`config.mk`:
```
export PLATFORM = sky130hd
export DESIGN_NAME = ftrc_ctrl
export DESIGN_NICKNAME = d
export VERILOG_FILES = /design/src/rtl/ftrc_pkg.sv /design/src/rtl/ftrc_ctrl.sv
export SDC_FILE = /design/constraint.sdc
export NUM_CORES = 1
export LEC_CHECK = 0
export BUFFER_PORTS_ARGS = -buffer_cell sky130_fd_sc_hd__buf_2
export CAP_MARGIN = 20
export CORE_AREA = 2 2 39 41
export CTS_BUF_LIST = sky130_fd_sc_hd__clkbuf_4
export CTS_CLUSTER_DIAMETER = 80
export CTS_CLUSTER_SIZE = 14
export DETAILED_ROUTE_END_ITERATION = 8
export DIE_AREA = 0 0 41 43
export PLACE_DENSITY = 0.4
export SYNTH_ARGS = -nofsm -noshare
export SYNTH_HDL_FRONTEND = slang
export SYNTH_SLANG_ARGS = --single-unit
```
`constraint.sdc`:
```
create_clock -name i_clk -period 1.15 [get_ports i_clk]
set_clock_uncertainty 0.2 [all_clocks]
set_input_delay 0.1725 -clock i_clk [delete_from_list [all_inputs] [get_ports i_clk]]
set_output_delay 0.1725 -clock i_clk [all_outputs]
set_load 0.01 [all_outputs]
```
`src/rtl/ftrc_pkg.sv`:
```
`timescale 1ns / 1ps
`default_nettype none
// ============================================================================
// Five-tuple rule classifier package
// Shared constants, command codes and types of the rule classifier.
// ============================================================================
package ftrc_pkg;

    localparam int MAX_RULES  = 64;
    localparam int IDX_W      = (MAX_RULES > 1) ? $clog2(MAX_RULES) : 1;
    localparam int CNT_W      = $clog2(MAX_RULES + 1);
    localparam int HIT_W      = 6;
    localparam int IN_DATA_W  = 112;
    localparam int IN_USER_W  = 2;
    localparam int OUT_DATA_W = 16;

    localparam logic [1:0] CMD_LOAD       = 2'd0;
    localparam logic [1:0] CMD_CLASSIFY   = 2'd1;
    localparam logic [1:0] CMD_CLEAR      = 2'd2;

    localparam logic [1:0] VERDICT_ACCEPT = 2'd0;
    localparam logic [1:0] VERDICT_DROP   = 2'd1;

    localparam logic [7:0] PROTO_TCP      = 8'd6;
    localparam logic [7:0] PROTO_UDP      = 8'd17;

    typedef struct packed {
        logic        logs;
        logic [1:0]  verdict;
        logic        dir;
        logic [7:0]  proto;
        logic [15:0] dport;
        logic [15:0] sport;
        logic [31:0] dst;
        logic [31:0] src;
    } t_rule;

    localparam int RULE_W = $bits(t_rule);

    typedef struct packed {
        logic [5:0]       pad;
        logic             table_full;
        logic             log_request;
        logic [HIT_W-1:0] hit_index;
        logic             hit;
        logic             drop;
    } t_result;

    typedef struct packed {
        logic accept;
        logic start;
        logic out_load;
    } t_ctrl_cmd;

    typedef struct packed {
        logic rules_empty;
        logic search_busy;
        logic out_free;
    } t_dp_status;

endpackage
`default_nettype wire

```
`src/rtl/ftrc_ctrl.sv`:
```
`timescale 1ns / 1ps
`default_nettype none
// ============================================================================
// Rule classifier controller
// Sequences each transaction through acceptance, a classify search and result.
// ============================================================================
module ftrc_ctrl (
    input  wire logic                   i_clk,
    input  wire logic                   i_rst_n,
    input  wire logic                   i_in_valid,
    input  wire logic [1:0]             i_in_cmd,
    output logic                        o_in_ready,
    input  wire ftrc_pkg::t_dp_status   i_status,
    output ftrc_pkg::t_ctrl_cmd         o_ctrl
);
    import ftrc_pkg::*;

    localparam logic [1:0] ST_IDLE   = 2'd0;
    localparam logic [1:0] ST_SEARCH = 2'd1;
    localparam logic [1:0] ST_FINISH = 2'd2;

    logic [1:0] r_state;
    logic [1:0] n_state;
    logic       accept;

    assign o_in_ready = (r_state == ST_IDLE);
    assign accept     = i_in_valid && o_in_ready;

    assign o_ctrl.accept   = accept;
    assign o_ctrl.start    = accept && (i_in_cmd == CMD_CLASSIFY) && !i_status.rules_empty;
    assign o_ctrl.out_load = (r_state == ST_FINISH) && i_status.out_free;

    always_comb begin
        n_state = r_state;
        unique case (r_state)
            ST_IDLE: begin
                if (accept) begin
                    n_state = o_ctrl.start ? ST_SEARCH : ST_FINISH;
                end
            end
            ST_SEARCH: begin
                if (!i_status.search_busy) begin
                    n_state = ST_FINISH;
                end
            end
            ST_FINISH: begin
                if (i_status.out_free) begin
                    n_state = ST_IDLE;
                end
            end
            default: n_state = ST_IDLE;
        endcase
    end

    always_ff @(posedge i_clk) begin
        if (!i_rst_n) begin
            r_state <= ST_IDLE;
        end else begin
            r_state <= n_state;
        end
    end

endmodule
`default_nettype wire

```
==> flow_metrics.tcl, run 1 <==
set metrics [dict create \
    yosysTopAreaCell "dfxtp_1" \
    track_usage 0.06306 \
    drc 0 \
    clkPwrFrac 0.470 \
    synth_compound_area_frac 0.1765 \
    synth_ff_type "dfxtp_1" \
    antenna_found_initial 0 \
    pwr-share-seq 0.234 \
    htree_levels 1 \
    first_pass_iters 4 \
    status "finished, violations left" \
    synth-seq-cells 2 \
    grt_pass1_vias 187 \
    cp-start-kind "flip-flop" \
    synthesis.nets 25 \
    via_count 211 \
    synth_seq_area_share 0.3137 \
    vias_per_cell 3.907 \
    p_comb_frac 0.296 \
    postRouteAntennaNets 0 \
    wl_per_cell_um 8.630 \
    synth_fa_ha_area_frac 0 \
    worstPathRequired_ns 0.78 \
    core_area_um2 1384 \
    largest_reg_flops 2 \
    grt_max_degree 6 \
    fillers 161 \
    port_buffers 11 \
    max_freq_mhz 711.8 \
    cp_max_fo 2 \
    cts.clk_slew.worst_paths_ns 0.03 \
    top_regs "r_state x2" \
    synth.top_cell.area_share 0.3137 \
    globalplace.congestion 0.6255 \
    cts_num_sinks 2 \
    synth.most_common_cell "nor2_1" \
    tns_ns -0.9998 \
    grt_pass1_wl_um 690 \
    finalPower_mw 0.3382 \
    p_int_mw 0.2511 \
    routed_wl_um 466 \
    dieArea_um2 1763 \
    synth_edf_count 0 \
    post-route-min-period_ns 1.405 \
    area_growth_syn_to_layout_pct 160.8 \
    hpwl_um 326.2 \
    setup_viol 6 \
    ys_warn_count 0 \
    root_buffer "clkbuf_4" \
    n_antenna_cell 0 \
    holdWs_ns 0.02222 \
    final_layout_size_suffix_gt1_frac 0.7895 \
    die_w_um 41 \
    worst_slack_ns -0.2549 \
    multi_input_area_um2 106.4 \
    synth_commonest_cells "nor2_1, dfxtp_1, nand2_1" \
    violations "setup timing" \
    worstPathArrival_ns 1.03 \
    nNetsFinal 48 \
    initial_utilization 0.09222 \
    hold_path_class "in -> reg" \
    yosys.cell_types.count 12 \
    synthXorXnorAreaFrac 0 \
    seq_area_um2 42.54 \
    critical_path.endpoint_type "primary output" \
    drt-initial-drc-count 4 \
    place_area_um2 240.2 \
    syn_area_um2 127.6 \
    synth.top_cells.by_area "dfxtp_1, nor2_1, nor3b_2" \
    muxShareOfSynthArea 0 \
    synth_top_family_by_area "simple AND/OR/NAND/NOR gates" \
    slew_viol_final 0 \
    fp.dieH_um 43 \
    drv_cap 0 \
    worstMarginPinSlew_ns 0.1834 \
    relSlewSlack 0.8776 \
    clockBufferDepth 2 \
    crit_type "reg -> out" \
    leakagePower_nw 0.1634 \
    rsz0062_at_grt "yes" \
    p_sw_mw 0.08714 \
    sw_frac_of_total 0.2576 \
    syn_area_per_cell_um2 7.507 \
    hold_viol 0 \
    power.density_nw_per_um2 1016 \
    grt_overflow 0 \
    clk_latency_ns 0.23 \
    synth_simple_gate_area_frac 0.4216 \
    postSynth.asyncResetShare 0 \
    irDropWorstVdd_uv 379.5 \
    period_share 1.222 \
    design_area_um2 332.8 \
    rows 14 \
    regMostFlops "r_state" \
    ios 12 \
    syn_inst 17 \
    cts_tree "built" \
    cts_buffers 3 \
]
==> power by group through the flow <==
stage / Sequential (mW) / Combinational (mW) / Clock (mW)
global route: 0.0798 / 0.107 / 0.182
finish: 0.0791 / 0.100 / 0.159
floorplan: 0.0801 / 0.0271 / 0
detailed placement: 0.0779 / 0.0691 / 0
CTS: 0.0769 / 0.0948 / 0.166
global placement: 0.0778 / 0.0693 / 0
==> cells by family after synthesis <==
kind of cell,count (synthesis)
AO/OA/AOI/OAI,3
buffers and inverters,2
flip-flops,2
AND/OR/NAND/NOR,10
==> worst paths after layout <==
path | from | end | slack, ns | depth (start not counted)
max | r_state[0] | o_ctrl[1] | -0.25 | 4
min | i_status[1] | r_state[0] | 0.02 | 3
max reg2reg | r_state[0] | r_state[1] | -0.07 | 4
min reg2reg | r_state[0] | r_state[0] | 0.43 | 3
==> final cells by class <==
class / instances / area share
timing repair buffer: 19 / 0.4135
multi-input combinational: 13 / 0.3195
sequential: 2 / 0.1278
clock buffer: 3 / 0.06767
tap: 16 / 0.06015
inverter: 1 / 0.01128
==> stage by stage <==
step | cells | setup WS, ns | utilization
CTS | 54 | -0.2964 | 0.2251
global route | 54 | -0.3192 | 0.2405
global placement | 49 | -0.07273 | 0.1736
finish | 54 | -0.2549 | 0.2405
floorplan | 17 | 0.02417 | -
detailed placement | 49 | -0.07631 | 0.1736
==> critical path, stage by stage (launching register included) <==
cell and delay [ns]:
dfxtp_2 0.32, nor3b_4 0.22, nand3_2 0.11, inv_2 0.06
buf_6 0.09
==> cell usage in the layout (no fill, tap or decap) <==
| cell type | Yosys | routed |
|---|---|---|
| nor2_1 | 4 | 3 |
| a211oi_2 | 0 | 1 |
| o211a_1 | 1 | 1 |
| inv_2 | 0 | 1 |
| buf_2 | 0 | 9 |
| dfxtp_2 | 0 | 2 |
| dlygate4sd3_1 | 0 | 1 |
| nand2_2 | 0 | 1 |
| a21oi_2 | 0 | 1 |
| nand2_1 | 2 | 1 |
| nand3_2 | 0 | 1 |
| buf_4 | 1 | 5 |
| clkbuf_4 | 0 | 3 |
| nor2_4 | 0 | 1 |
| buf_6 | 0 | 4 |
| nand2b_1 | 1 | 1 |
| nor3b_1 | 1 | 1 |
| nor3b_4 | 0 | 1 |
==> repair_timing <==
action / 4_1_cts / 5_1_grt
hold buffers: 1 / 0
buffers inserted: 18 / 1
pin swaps: 4 / 5
endpoints found under the hold margin: 1 / 0
setup endpoints to repair: 6 / 6
resized for setup: 8 / 7
==> per-layer routing <==
| metal | global-route usage | vias to the layer above | wire (um) |
|---|---|---|---|
| met5 | 0 | - | 0 |
| met4 | 0.04000 | 0 | 10 |
| li1 | - | 99 | - |
| met2 | 0.09063 | 7 | 245 |
| met1 | 0.05732 | 103 | 160 |
| met3 | 0.05236 | 2 | 49 |
(Power assumes the default switching activity.)
==> run 2, diff against run 1 <==
--- a/config.mk
+++ b/config.mk
@@ -14,6 +14,7 @@
 export DETAILED_ROUTE_END_ITERATION = 8
 export DIE_AREA = 0 0 41 43
 export PLACE_DENSITY = 0.4
+export SETUP_SLACK_MARGIN = 0.5
 export SYNTH_ARGS = -nofsm -noshare
 export SYNTH_HDL_FRONTEND = slang
 export SYNTH_SLANG_ARGS = --single-unit
==> run 2 against run 1 <==
  * Clock-buffer cell count stayed put
  * Die area stayed put
  * Largest power group unchanged
  * First-iteration DRC count is 75% lower
  * Via count is 16% lower
  * Global-route usage is 1.2 points lower
  * Sequential power hardly changed
  * Core utilization is 3.3 points lower
  * Setup slack better by 0.020 ns
  * Sequential cell count stayed put
  * Worst hold slack worse by 0.031 ns
  * The run ends with hold timing, setup timing left
  * Non-clock buffer count is 3 lower
==> flow_metrics.tcl, run 2 (synthesized netlist as in run 1, its figures left out) <==
set metrics [dict create \
    globalplace.congestion 0.6426 \
    worst_slack_ns -0.2351 \
    leakagePower_nw 0.1459 \
    crit_family "flip-flops" \
    multi_input_area_um2 96.34 \
    top_regs "r_state x2" \
    area_growth_syn_to_layout_pct 125.5 \
    period_share 1.204 \
    antenna_found_initial 0 \
    first_pass_iters 2 \
    cts_tree "built" \
    initial_utilization 0.09222 \
    critPathBufInv 2 \
    grt_max_degree 6 \
    port_buffers 11 \
    fillers 158 \
    htree_levels 1 \
    slowest_stage "dfxtp_2" \
    hold_path_class "in -> reg" \
    hpwl_um 279.8 \
    crit_type "reg -> out" \
    largest_reg_flops 2 \
    clk_latency_ns 0.23 \
    cts.clk_slew.worst_paths_ns 0.03 \
    clockBufferDepth 2 \
    finalNonFillerCells 51 \
    relSlewSlack 0.8425 \
    grt_pass1_vias 135 \
    max_freq_mhz 722.0 \
    vias_per_cell 3.490 \
    grt_pass1_wl_um 510 \
    slowest_delay_ns 0.32 \
    cp_max_fo 2 \
    utilization 0.2080 \
    cts_num_sinks 2 \
    rsz0062_at_grt "yes" \
    dieArea_um2 1763 \
    wl_per_cell_um 7.843 \
    pre_cts_ws_ns -0.06920 \
    core_area_um2 1384 \
    min_from "i_rst_n" \
    final_common_cell "buf_2" \
    drt-initial-drc-count 1 \
    worstPathArrival_ns 1.01 \
    setup_viol 6 \
    n_antenna_cell 0 \
    rows 14 \
    critPathLaunch "r_state[0]" \
    cts_buffers 3 \
    worstMarginPinSlew_ns 0.2348 \
    seq_area_um2 42.54 \
    drv_cap 0 \
    dp_cells 45 \
    drc 0 \
    track_usage 0.05110 \
    final_layout_size_suffix_gt1_frac 0.7714 \
    critical_path.endpoint_type "primary output" \
    fp.dieH_um 43 \
    r2r-start "r_state[0]" \
    post-route-min-period_ns 1.385 \
    via_count 178 \
    nNetsFinal 45 \
    tns_ns -0.9254 \
    worstPathRequired_ns 0.78 \
    cp_cell_sequence "nor3b_4 -> nand3_2 -> inv_2 -> buf_6" \
    status "finished, violations left" \
    slew_viol_final 0 \
    hold_viol 1 \
    die_w_um 41 \
    root_buffer "clkbuf_4" \
    grt_overflow 0 \
    routed_wl_um 400 \
    holdWs_ns -0.008886 \
    violations "hold timing, setup timing" \
    irDropWorstVdd_uv 389.9 \
    regMostFlops "r_state" \
    postRouteAntennaNets 0 \
    power.density_nw_per_um2 1079 \
    final_cell_mix "buf_2, buf_4, nor2_1, clkbuf_4" \
    cp-start-kind "flip-flop" \
    ios 12 \
]
-- run 2: changes by cell type in the layout (fill, tap and decap cells not counted), sizes merged --
cell         change
buf              -2
dlygate4sd3      -1
-- run 2: path summary, 6_finish.rpt --
kind	slack, ns	depth (start not counted)	endpoint
max reg2reg	-0.17	5	r_state[1]
min	-0.009	2	r_state[1]
min reg2reg	0.42	3	r_state[0]
max	-0.24	4	o_ctrl[1]
-- run 2: area by class of cell --
type,instances,area share
inverters,1,0.01304
flip-flops and latches,2,0.1478
repair buffers,16,0.3565
clock buffers,3,0.07826
multi-input cells,13,0.3348
well taps,16,0.06957
-- run 2: metal layers --
layer / track usage / vias to the layer above / wire (um)
met1: 0.05431 / 75 / 206
met4: 0.04000 / 0 / 6
met5: 0 / - / 0
met3: 0.06283 / 2 / 37
li1: - / 94 / -
met2: 0.05000 / 7 / 150
-- run 2: report_power, final --
part           total, mW  switching [mW]  internal, mW  leakage (nW)
sequential        0.0790         0.00423        0.0747        0.0172
clock              0.157          0.0420         0.115        0.0138
combinational     0.0743          0.0312        0.0431         0.115
-- run 2: through the flow --
step | area [um^2] | power [mW]
floorplan | 128.9 | 0.1083
global placement | 211.5 | 0.1349
detailed placement | 211.5 | 0.1346
CTS | 265.3 | 0.3118
global route | 287.8 | 0.3281
finish | 287.8 | 0.3106
-- run 2: timing repair --
item                                    4_1_cts  5_1_grt
pin swaps                                     3        1
setup buffers                                 2        1
endpoints found under the setup margin        6        6
hold endpoints to repair                      2        1
resized for setup                             4        4
==> run 3, diff against run 2 <==
--- a/config.mk
+++ b/config.mk
@@ -5,7 +5,6 @@
 export SDC_FILE = /design/constraint.sdc
 export NUM_CORES = 1
 export LEC_CHECK = 0
-export BUFFER_PORTS_ARGS = -buffer_cell sky130_fd_sc_hd__buf_2
 export CAP_MARGIN = 20
 export CORE_AREA = 2 2 39 41
 export CTS_BUF_LIST = sky130_fd_sc_hd__clkbuf_4
@@ -13,7 +12,8 @@
 export CTS_CLUSTER_SIZE = 14
 export DETAILED_ROUTE_END_ITERATION = 8
 export DIE_AREA = 0 0 41 43
-export PLACE_DENSITY = 0.4
+export DONT_BUFFER_PORTS = 1
+export PLACE_DENSITY = 0.32
 export SETUP_SLACK_MARGIN = 0.5
 export SYNTH_ARGS = -nofsm -noshare
 export SYNTH_HDL_FRONTEND = slang
==> run 3 against run 2 <==
  * Final cell count shrank 22%
  * The run still ends with hold timing, setup timing left
  * Global-route usage is 0.21 points lower
  * Sequential cell count unchanged
  * Setup slack better by 0.068 ns
  * Largest cell class is now multi-input combinational cells
  * Power down 11%
  * Combinational power fell by 39%
  * Critical endpoint unchanged
  * Cell area down 23%
  * Core utilization decreased by 4.9 points
  * First-iteration DRC count unchanged
==> flow_metrics.tcl, run 3 (synthesized netlist as in run 1, its figures left out) <==
set metrics [dict create \
    status "finished, violations left" \
    violations "hold timing, setup timing" \
    rows 14 \
    relSlewSlack 0.8455 \
    wl_per_cell_um 9.150 \
    crit_family "flip-flops" \
    track_usage 0.04905 \
    cts_num_sinks 2 \
    fp.dieH_um 43 \
    worstPathArrival_ns 0.94 \
    slew_viol_final 0 \
    critical_path.endpoint_type "primary output" \
    setup_viol 6 \
    holdWs_ns -0.1252 \
    cp-endpoint "o_ctrl[1]" \
    routed_wl_um 366 \
    area_growth_syn_to_layout_pct 72.55 \
    vias_per_cell 3.475 \
    final_cell_mix "buf_4, nor2_1, clkbuf_4" \
    drv_cap 0 \
    dieArea_um2 1763 \
    port_buffers 0 \
    worst_slack_ns -0.1667 \
    largest_reg_flops 2 \
    power.density_nw_per_um2 1259 \
    cts_buffers 3 \
    utilization 0.1591 \
    grt_max_degree 6 \
    max_freq_mhz 759.5 \
    hold_path_class "in -> reg" \
    n_antenna_cell 0 \
    r2r-start "r_state[0]" \
    drc 0 \
    grt_pass1_wl_um 565 \
    root_buffer "clkbuf_4" \
    top_regs "r_state x2" \
    nNetsFinal 34 \
    path_depth 3 \
    period_share 1.145 \
    initial_utilization 0.09222 \
    drt-initial-drc-count 1 \
    critPathBufInv 1 \
    worstPathRequired_ns 0.78 \
    slowest_stage "dfxtp_2" \
    antenna_found_initial 0 \
    via_count 139 \
    final_common_cell "buf_4" \
    cts.clk_slew.worst_paths_ns 0.03 \
    critPathLaunch "r_state[0]" \
    tns_ns -0.8216 \
    ios 12 \
    slowest_delay_ns 0.32 \
    leakagePower_nw 0.09688 \
    grt_overflow 0 \
    globalplace.congestion 0.6037 \
    clockBufferDepth 2 \
    irDropWorstVdd_uv 395.5 \
    cp-start-kind "flip-flop" \
    core_area_um2 1384 \
    final_layout_size_suffix_gt1_frac 0.5833 \
    pre_cts_ws_ns -0.03839 \
    crit_type "reg -> out" \
    finalNonFillerCells 40 \
    cts_tree "built" \
    worstMarginPinSlew_ns 0.2309 \
    regMostFlops "r_state" \
    post-route-min-period_ns 1.317 \
    grt_pass1_vias 150 \
    r2r_slack_ns -0.15 \
    clk_latency_ns 0.22 \
    postRouteAntennaNets 0 \
    first_pass_iters 2 \
    htree_levels 1 \
    cp_cell_sequence "nor3b_4 -> nand3_2 -> inv_2" \
    rsz0062_at_grt "yes" \
    r2r_cells 5 \
    die_w_um 41 \
    hold_viol 2 \
    cp_max_fo 2 \
    dp_cells 35 \
    r2r_end "r_state[1]" \
]
run 3: area by class of cell:
| type | instances | area [um^2] |
|---|---|---|
| Inverter | 1 | 3.754 |
| Tap cell | 16 | 20.02 |
| Clock buffer | 3 | 22.52 |
| Timing Repair Buffer | 5 | 41.29 |
| Sequential cell | 2 | 42.54 |
| Fill cell | 163 | 1164 |
| Multi-Input combinational cell | 13 | 90.09 |
run 3: report_power, final:
group / switching, mW / total (mW) / internal [mW]
clock: 0.0366 / 0.151 / 0.115
combinational: 0.0206 / 0.0455 / 0.0249
sequential: 0.00558 / 0.0804 / 0.0748
run 3: metrics by stage:
stage	cell area, um^2	power [mW]
2_1_floorplan	128.9	0.1083
3_3_place_gp	163.9	0.1183
3_5_place_dp	163.9	0.1190
4_1_cts	202.7	0.2816
5_1_grt	220.2	0.2985
6_report	220.2	0.2773
run 3: timing repair:
item / 4_1_cts / 5_1_grt
endpoints found under the hold margin: 2 / 2
endpoints found under the setup margin: 6 / 6
setup buffers: 1 / 1
resized for setup: 3 / 2
pin swaps: 2 / 2
run 3: worst min path at each step:
stage | start | to | slack [ns] | cells after the start
final | i_rst_n | r_state[0] | -0.13 | 2
after global routing | i_rst_n | r_state[0] | -0.13 | 2
after CTS | i_rst_n | r_state[0] | -0.13 | 2
after detailed placement | i_rst_n | r_state[1] | 0.11 | 1
after global placement | i_rst_n | r_state[1] | 0.10 | 1
after floorplan | i_rst_n | r_state[1] | 0.1 | 1
run 3: per-layer routing:
layer	vias to the layer above	GRT usage	wire [um]
met4	0	0.02000	0
met2	7	0.09375	201
met5	-	0	0
met3	0	0.03141	27
li1	71	-	-
met1	61	0.03185	138
